`config.mk`:
```
export PLATFORM = sky130hd
export DESIGN_NAME = pid_position_controller
export DESIGN_NICKNAME = d
export VERILOG_FILES = /design/src/hdl/pidc_pkg.sv /design/src/hdl/pidc_cfg_regs.sv /design/src/hdl/pidc_datapath.sv /design/src/hdl/pid_position_controller.sv
export SDC_FILE = /design/constraint.sdc
export NUM_CORES = 2
export LEC_CHECK = 0
export BUFFER_PORTS_ARGS = -buffer_cell sky130_fd_sc_hd__buf_4
export CAP_MARGIN = 5
export CORE_MARGIN = 5
export CORE_UTILIZATION = 45
export DETAILED_ROUTE_END_ITERATION = 12
export GPL_ROUTABILITY_DRIVEN = 0
export PLACE_DENSITY_LB_ADDON = 0.2
export SLEW_MARGIN = 20
export SYNTH_ARGS = -nofsm -noshare
export SYNTH_HDL_FRONTEND = slang
export SYNTH_HIERARCHICAL = 1
export SYNTH_SLANG_ARGS = --single-unit
```
`constraint.sdc`:
```
create_clock -name clk_i -period 52.8 [get_ports clk_i]
set_input_delay 10.56 -clock clk_i [delete_from_list [all_inputs] [get_ports clk_i]]
set_output_delay 10.56 -clock clk_i [all_outputs]
set_load 0.02 [all_outputs]
```
`src/hdl/pidc_pkg.sv`:
```
package pidc_pkg;

  localparam int unsigned PosW    = 32;
  localparam int unsigned GainW   = 16;
  localparam int unsigned ErrW    = PosW + 1;
  localparam int unsigned DErrW   = ErrW + 1;
  localparam int unsigned IntegW  = GainW + 1;
  localparam int unsigned SumW    = 52;
  localparam int unsigned CfgIdxW = 8;

  localparam logic [GainW-1:0] PropGainRst    = GainW'(5);
  localparam logic [GainW-1:0] IntegGainRst   = GainW'(3);
  localparam logic [GainW-1:0] DerivGainRst   = GainW'(1);
  localparam logic [GainW-1:0] OutputLimitRst = GainW'(14400);

  typedef enum logic [CfgIdxW-1:0] {
    RegPropGain    = CfgIdxW'(0),
    RegIntegGain   = CfgIdxW'(1),
    RegDerivGain   = CfgIdxW'(2),
    RegOutputLimit = CfgIdxW'(3)
  } cfg_reg_e;

  typedef struct packed {
    logic [GainW-1:0] prop_gain;
    logic [GainW-1:0] integ_gain;
    logic [GainW-1:0] deriv_gain;
    logic [GainW-1:0] output_limit;
  } gains_t;

endpackage

```
`src/hdl/pidc_cfg_regs.sv`:
```
module pidc_cfg_regs import pidc_pkg::*; (
  input  logic               clk_i,
  input  logic               rst_ni,
  input  logic               cfg_we_i,
  input  logic [CfgIdxW-1:0] cfg_index_i,
  input  logic [GainW-1:0]   cfg_data_i,
  output gains_t             gains_o
);

  gains_t gains_q, gains_d;

  always_comb begin
    gains_d = gains_q;
    if (cfg_we_i) begin
      case (cfg_index_i)
        RegPropGain:    gains_d.prop_gain    = cfg_data_i;
        RegIntegGain:   gains_d.integ_gain   = cfg_data_i;
        RegDerivGain:   gains_d.deriv_gain   = cfg_data_i;
        RegOutputLimit: gains_d.output_limit = cfg_data_i;
        default:        gains_d              = gains_q;
      endcase
    end
  end

  always_ff @(posedge clk_i or negedge rst_ni) begin
    if (!rst_ni) begin
      gains_q.prop_gain    <= PropGainRst;
      gains_q.integ_gain   <= IntegGainRst;
      gains_q.deriv_gain   <= DerivGainRst;
      gains_q.output_limit <= OutputLimitRst;
    end else begin
      gains_q <= gains_d;
    end
  end

  assign gains_o = gains_q;

endmodule

```
`src/hdl/pidc_datapath.sv`:
```
module pidc_datapath import pidc_pkg::*; (
  input  logic                   clk_i,
  input  logic                   rst_ni,
  input  gains_t                 gains_i,
  input  logic signed [PosW-1:0] setpoint_i,
  input  logic signed [PosW-1:0] position_i,
  input  logic                   update_i,
  output logic [GainW-1:0]       duty_o,
  output logic                   reverse_o
);

  logic signed [ErrW-1:0]   last_error_q, last_error_d;
  logic signed [IntegW-1:0] integral_q, integral_d;

  logic signed [ErrW-1:0]  err;
  logic signed [DErrW-1:0] derr;
  logic signed [SumW-1:0]  prop_term, integ_term, deriv_term;
  logic signed [SumW-1:0]  acc, lim_pos, lim_neg, sum;
  logic        [SumW-1:0]  mag;

  always_comb begin
    err  = ErrW'(setpoint_i) - ErrW'(position_i);
    derr = DErrW'(err) - DErrW'(last_error_q);

    // gains are unsigned, so zero-extend into a signed operand
    prop_term  = $signed({1'b0, gains_i.prop_gain}) * err;
    integ_term = $signed({1'b0, gains_i.integ_gain}) * err;
    deriv_term = $signed({1'b0, gains_i.deriv_gain}) * derr;

    lim_pos = $signed({{(SumW-GainW){1'b0}}, gains_i.output_limit});
    lim_neg = -lim_pos;

    acc = SumW'(integral_q) + integ_term;
    if (acc > lim_pos) begin
      acc = lim_pos;
    end
    if (acc < lim_neg) begin
      acc = lim_neg;
    end
    integral_d   = acc[IntegW-1:0];
    last_error_d = err;

    sum       = prop_term + deriv_term + SumW'(integral_d);
    reverse_o = sum[SumW-1];
    mag       = reverse_o ? SumW'(-sum) : SumW'(sum);
    if (mag > SumW'(gains_i.output_limit)) begin
      duty_o = gains_i.output_limit;
    end else begin
      duty_o = mag[GainW-1:0];
    end
  end

  always_ff @(posedge clk_i or negedge rst_ni) begin
    if (!rst_ni) begin
      last_error_q <= '0;
      integral_q   <= '0;
    end else if (update_i) begin
      last_error_q <= last_error_d;
      integral_q   <= integral_d;
    end
  end

endmodule

```
`src/hdl/pid_position_controller.sv`:
```
// Channel   Direction  Handshake               Payload
// cfg       in         cfg_we_i                cfg_index_i, cfg_data_i
// in        in         in_valid_i / in_stall_o setpoint_i, position_i
// out       out        out_valid_o / out_stall_i duty_o, reverse_o
//
// One transaction per cycle sustained while out_stall_i is low. An accepted input
// is captured in the input register, which feeds one pass through the three gain
// multipliers, integral clamp and saturation into the result register.
// Reset sets the gains to their defaults and clears the error/integral state.
// A stalled output holds the result register; the input register keeps
// accepting while the result register is free or being drained.
module pid_position_controller import pidc_pkg::*; (
  input  logic                   clk_i,
  input  logic                   rst_ni,
  input  logic                   cfg_we_i,
  input  logic [CfgIdxW-1:0]     cfg_index_i,
  input  logic [GainW-1:0]       cfg_data_i,
  input  logic                   in_valid_i,
  output logic                   in_stall_o,
  input  logic signed [PosW-1:0] setpoint_i,
  input  logic signed [PosW-1:0] position_i,
  output logic                   out_valid_o,
  input  logic                   out_stall_i,
  output logic [GainW-1:0]       duty_o,
  output logic                   reverse_o
);

  gains_t gains;

  logic                   s1_valid_q;
  logic signed [PosW-1:0] setpoint_q, position_q;
  logic                   out_valid_q;
  logic [GainW-1:0]       duty_q, duty_d;
  logic                   reverse_q, reverse_d;
  logic                   out_free, advance;

  assign out_free   = !out_valid_q || !out_stall_i;
  assign advance    = s1_valid_q && out_free;
  assign in_stall_o = s1_valid_q && !out_free;

  pidc_cfg_regs u_cfg (
    .clk_i       (clk_i),
    .rst_ni      (rst_ni),
    .cfg_we_i    (cfg_we_i),
    .cfg_index_i (cfg_index_i),
    .cfg_data_i  (cfg_data_i),
    .gains_o     (gains)
  );

  pidc_datapath u_dp (
    .clk_i      (clk_i),
    .rst_ni     (rst_ni),
    .gains_i    (gains),
    .setpoint_i (setpoint_q),
    .position_i (position_q),
    .update_i   (advance),
    .duty_o     (duty_d),
    .reverse_o  (reverse_d)
  );

  always_ff @(posedge clk_i or negedge rst_ni) begin
    if (!rst_ni) begin
      s1_valid_q  <= 1'b0;
      out_valid_q <= 1'b0;
    end else begin
      if (!in_stall_o) begin
        s1_valid_q <= in_valid_i;
      end
      if (out_free) begin
        out_valid_q <= s1_valid_q;
      end
    end
  end

  always_ff @(posedge clk_i) begin
    if (in_valid_i && !in_stall_o) begin
      setpoint_q <= setpoint_i;
      position_q <= position_i;
    end
    if (advance) begin
      duty_q    <= duty_d;
      reverse_q <= reverse_d;
    end
  end

  assign out_valid_o = out_valid_q;
  assign duty_o      = duty_q;
  assign reverse_o   = reverse_q;

endmodule

```
# Yosys cells after proc, flatten, opt, wreduce, memory -nomap -nowiden
# Index checks and enable logic that the tools add are counted.
# word_totals
reg_bits	197
out_inout_bits	19
# classes
add_sub_neg	7
n_lt_le_gt_ge	3
mul	3
muxes	4
reduce_logical	13
n_eq_ne	3
# ops
op	n
two-way mux 52 bit	2
multiplier 17 x 33 -> 50 bit	2
adder 52 x 17 -> 52 bit	1
adder 52 bit	1
greater-than comparator 52 x 16 -> 1 bit	1
greater-than comparator 52 x 17 -> 1 bit	1
< comparator 52 bit	1
negation 16 -> 52 bit	1
negation 52 bit	1
adder 17 x 50 -> 51 bit	1
multiplier 17 x 34 -> 51 bit	1
subtractor 33 x 33 -> 34 bit	1
subtractor 32 x 32 -> 33 bit	1
two-way mux 17 bit	1
== test 8 x 2 -> 1 bit, second input constant	2
two-way mux 16 bit	1
== test 8 x 1 -> 1 bit, second input constant	1
zero test 8 bit	1
AND reduction 2 bit	4
zero test 1 bit	4
logical AND 1 bit	3
logical OR 1 bit	1

# Depth between registers and ports, before layout
# logic_depth
ltp_word	12
depth_mapped	107
ltp_nobuf	98

# Hierarchy
# The synthesis kept the hierarchy.
# by_module_without_submodules
mod	instances	area_per_inst_um2	seq_area_each_um2	cells_per_inst
pidc_datapath	1	68917.3	1251.2	7906
pid_position_controller	1	2524.9	2482.4	89
pidc_cfg_regs	1	2486.1	1612.8	140

# Worst setup path before layout
# No wires, ideal clock.
# synth_timing
path_kind	reg-to-reg
start	register setpoint_q[0]
end	register duty_q[10] (netlist: duty_o[10]), data pin
path_stages_with_launch	106
slack_ns	26.986
path_buffers	10
arrival_time_ns	25.553
setup_time_ns	0.260
path_cell_list	edfxtp_1 inv_1 ha_1 inv_1 fa_1 a21o_1 a21oi_1 o21ai_0 a21oi_1 o21bai_1 a211oi_1 o31ai_1 a41oi_1 a211oi_1 nor4_1 o21ai_0 o41ai_1 nand2b_1 (+70 left out) a21oi_1 ha_1 nor2b_1 o21a_1 o21a_1 o21a_1 o31a_1 o21ai_0 and3b_1 o22ai_1 a221oi_1 and3_1 o2111ai_1 or3_1 nor4_1 nand4_4 buf_6 mux2_4
# synth_via
elab_chain_cells	12
# synth_rtl
element	line_no	rtl
start: declaration	pid_position_controller.sv:31	logic signed [PosW-1:0] setpoint_q, position_q;
start signal: assignment	pid_position_controller.sv:77	setpoint_q <= setpoint_i;
subtractor 32 x 32 -> 33 bit (*)	pidc_datapath.sv:22	err = ErrW'(setpoint_i) - ErrW'(position_i);
named net u_dp.err[32]	pidc_datapath.sv:15	logic signed [ErrW-1:0] err;
multiplier 17 x 33 -> 50 bit	pidc_datapath.sv:27	integ_term = $signed({1'b0, gains_i.integ_gain}) * err;
adder 17 x 50 -> 51 bit	pidc_datapath.sv:33	acc = SumW'(integral_q) + integ_term;
greater-than comparator 52 x 17 -> 1 bit	pidc_datapath.sv:34	if (acc > lim_pos) begin
two-way mux 52 bit	pidc_datapath.sv:34	
< comparator 52 bit	pidc_datapath.sv:37	if (acc < lim_neg) begin
two-way mux 17 bit	pidc_datapath.sv:37	
adder 52 x 17 -> 52 bit (*)	pidc_datapath.sv:43	sum = prop_term + deriv_term + SumW'(integral_d);
negation 52 bit	pidc_datapath.sv:45	mag = reverse_o ? SumW'(-sum) : SumW'(sum);
two-way mux 52 bit (*)	pidc_datapath.sv:45	
greater-than comparator 52 x 16 -> 1 bit	pidc_datapath.sv:46	if (mag > SumW'(gains_i.output_limit)) begin
two-way mux 16 bit (*)	pidc_datapath.sv:46	
named net duty_d[10]	pid_position_controller.sv:33	logic [GainW-1:0] duty_q, duty_d;
end signal: assignment	pid_position_controller.sv:81	duty_q <= duty_d;
end: declaration	pid_position_controller.sv:33	
# Mark *: on every way through the listed nets, which the timed path passes. The rest lies on a longest branch.
# A chain may end at the register's enable or synchronous reset.

# Worst setup path in the final report
# layout_timing
start	register setpoint_q[0]
end	register duty_q[8] (netlist: duty_o[8]), data pin
# layout_via
elab_chain_cells	12
# layout_rtl
element	line_no	rtl
subtractor 32 x 32 -> 33 bit (*)	pidc_datapath.sv:22	
multiplier 17 x 33 -> 50 bit (*)	pidc_datapath.sv:27	
adder 17 x 50 -> 51 bit (*)	pidc_datapath.sv:33	
greater-than comparator 52 x 17 -> 1 bit	pidc_datapath.sv:34	
two-way mux 52 bit (*)	pidc_datapath.sv:34	
< comparator 52 bit	pidc_datapath.sv:37	
two-way mux 17 bit (*)	pidc_datapath.sv:37	
named net u_dp.acc[14]	pidc_datapath.sv:18	logic signed [SumW-1:0] acc, lim_pos, lim_neg, sum;
adder 52 x 17 -> 52 bit (*)	pidc_datapath.sv:43	
named net reverse_d	pid_position_controller.sv:34	logic reverse_q, reverse_d;
negation 52 bit	pidc_datapath.sv:45	
two-way mux 52 bit (*)	pidc_datapath.sv:45	
greater-than comparator 52 x 16 -> 1 bit	pidc_datapath.sv:46	
two-way mux 16 bit (*)	pidc_datapath.sv:46	
named net duty_d[8]	pid_position_controller.sv:33	
# Marked as above.

==> qor.csv <==
stage;metric;value;unit
outcome;status;completed;
routing;Residual DRC;0;
worst_hold_path;depth of the worst hold-timing path;1;
yosys;EDFF count, synth;81;
final_layout;multi-input logic area;60100;um^2
floorplanning;Core ar.;163000;um^2
clock_tree;CTS Hold Bufs;0;
yosys;Mean Syn Cell Area;9.09;um^2
floorplanning;Starting Density;0.453;
floorplanning;Core Rows;148;
grt;vias in the first global route;59100;
yosys;Synth area leader;fa_1;
yosys;#FFs+latches synth;197;
yosys;top-area cell type share of the netlist area;0.461;
clock_tree;H-tree Lvls;4;
critical_path;WP data arrival;28.35;ns
clock_tree;postcts setup bufs;0;
critical_path;Crit path top cell by count;fa_1;
critical_path;element type at the critical path start;flop;
yosys;sequential share of the synthesized area;0.0723;
final_layout;Fillers;15500;
final_layout;nets@finish;10300;
place;post-DP HPWL;176000;um
timing;final period demand of the worst path;28.05;ns
routing;Initial DRT Pass Iterations;6;
clock_tree;Clock Tree Buf Depth;2;
critical_path;CP Capture Type;flop;
routing;Final ANT Viol Nets;0;
timing;max-slew violations;0;
floorplanning;DIE WIDTH;415;um
clock_tree;CTS clk-pin slew, worst paths;0.09;ns
critical_path;crit-path max cell delay;0.89;ns
timing;fin crit share;0.531;
clock_tree;number of buffers created by CTS;17;
final_layout;Area Growth Syn to Fin;5.51;%
routing;final WL;218000;um
timing;Worst-Margin Slew;1.16;ns
critical_path;slowest stage cell, crit path;a211oi_1;
yosys;Mapped Area;73900;um^2
grt;largest net degree at the start of global routing;86;
clock_tree;CTS Sinks;197;
timing;setup violators final;0;
critical_path;Crit Path Max Fanout;51;
yosys;count of cell types in the netlist;95;
yosys;Synthesized Nets;10400;
clock_tree;post-cts sizing count;0;
critical_path;Req. time, crit path;53.10;ns
timing;clk_skew;0.0238;ns
grt;grt ovf;0;
place;Post-Place Cell Area;77300;um^2
timing;setup ws final;24.75;ns
floorplanning;Die Area;172000;um^2
routing;average vias per placed instance;5.41;
final_layout;layout cells sized above 1;0.0596;
worst_hold_path;HP Class;flop to flop;
timing;final hold violations;0;
place;Place WS;25.42;ns
critical_path;worst reg2reg path depth;100;
timing;TNS Setup;0;ns
yosys;Main synth FF type;dfrtp_1;
yosys;Synth async-reset ratio;0.589;
place;IO buf count;111;
timing;Rel. slew slack;0.223;
yosys;most frequent cell after synthesis;inv_1;
yosys;Synth Warn #;6;
routing;wire per inst;21.4;um
clock_tree;clk root buf;clkbuf_16;
final_layout;Register Area;5370;um^2
clock_tree;CTS tree;done;
floorplanning;I/O pin count;112;
timing;RSZ-0062 raised after global routing;false;
grt;first-pass GRT wire length;348000;um
critical_path;Crit Path Category;flop to flop;
grt;initial antenna violation count;6;
routing;vias;55100;
place;DP Cell Count;10100;
floorplanning;Die Y;415;um
grt;total global-route track usage;0.258;
yosys;Post-Syn Instances;8135;
final_layout;fin cells;10200;
routing;DRT iter0 DRCs;4525;
job;max cap viols;0;
yosys;top cells by area, synth;fa_1 (46%), inv_1 (10%), ha_1 (8.0%);
clock_tree;clk_lat worst skew;0.55;ns
final_layout;design area;78000;um^2
timing;Peak Freq;35.6;MHz
yosys;Post-synth top cells;inv_1 (2000), fa_1 (1703), nand2_1 (1047);
==> flip-flops by register name, summed over array words and instances, names as in the netlist <==
name / flops
setpoint_q: 32
u_cfg/gains_o: 64
s1_valid_q: 1
out_valid_o: 1
position_q: 32
u_dp/last_error_q: 33
u_dp/integral_q: 17
duty_o: 16
reverse_o: 1
==> area by class of cell <==
cell class                 instances  share of cell area
multi-input combinational       5560               0.771
sequential                       197              0.0688
antenna                            2           0.0000642
tap                             2175              0.0349
clock buffer                      18             0.00577
inverter                        2000              0.0962
clock inverter                    14             0.00265
timing repair buffer             215              0.0207
==> per-stage QoR <==
| step | utilization | hold WS [ns] |
|---|---|---|
| 2_1_floorplan | - | 0.467 |
| 3_3_place_gp | 0.474 | 0.480 |
| 3_5_place_dp | 0.474 | 0.491 |
| 4_1_cts | 0.478 | 0.512 |
| 5_1_grt | 0.478 | 0.521 |
| 6_report | 0.478 | 0.509 |
==> path summary, 6_finish.rpt <==
path / startpoint / endpoint / slack [ns]
max: setpoint_q[0] / duty_o[8] / 24.75
min: s1_valid_q / out_valid_o / 0.51
max reg2reg: setpoint_q[0] / duty_o[8] / 24.75
min reg2reg: s1_valid_q / out_valid_o / 0.51
max in group asynchronous: rst_ni / u_cfg/gains_o[62] / 41.40
min in group asynchronous: rst_ni / u_dp/integral_q[5] / 9.99
==> layout by cell type (no fill, tap or decap), drive strengths merged, types with 12 or more instances in the layout <==
cell / instances
a211o: 14
a211oi: 26
a21o: 98
a21oi: 168
a31oi: 38
and2: 687
and3: 59
buf: 215
clkbuf: 18
dfrtp: 107
edfxtp: 81
fa: 1703
ha: 472
inv: 2009
mux2: 108
mux2i: 45
nand2: 1048
nand2b: 48
nand3: 75
nand4: 51
nor2: 141
nor2b: 93
nor3: 71
nor4: 39
o211ai: 15
o21a: 22
o21ai: 142
o21bai: 27
o31ai: 14
or2: 13
or3: 12
xnor2: 122
xor2: 43
==> worst max-delay path: cells and delay by family, from the launching register on <==
family          cells  cell delay, ns
flops               1            0.37
fa+ha+maj          19            8.73
mux                 2            0.85
simple gates       17            4.26
buf+inv            16            3.12
xor+xnor            3            0.57
compound gates     43            9.80
==> cells by family after synthesis <==
kind of cell | count (synthesis) | synth area share
mux | 153 | 0.0231
compound gates | 679 | 0.0605
fa+ha+maj | 2175 | 0.541
simple gates | 2388 | 0.162
flops | 197 | 0.0723
buf+inv | 2378 | 0.121
xor+xnor | 165 | 0.0196
==> routing by layer <==
metal | part of all wire | routed length [um] | global-route usage | vias to the layer above
met1 | 0.45 | 98100 | 0.379 | 28500
met4 | 0.026 | 5570 | 0.0634 | 4
li1 | - | - | - | 24000
met3 | 0.081 | 17600 | 0.0453 | 312
met2 | 0.44 | 96900 | 0.400 | 2205
met5 | 0.00013 | 29 | 0 | -
Power is not shown: default switching activity piles up to over one toggle a cycle in this logic, so the estimate is an artifact.
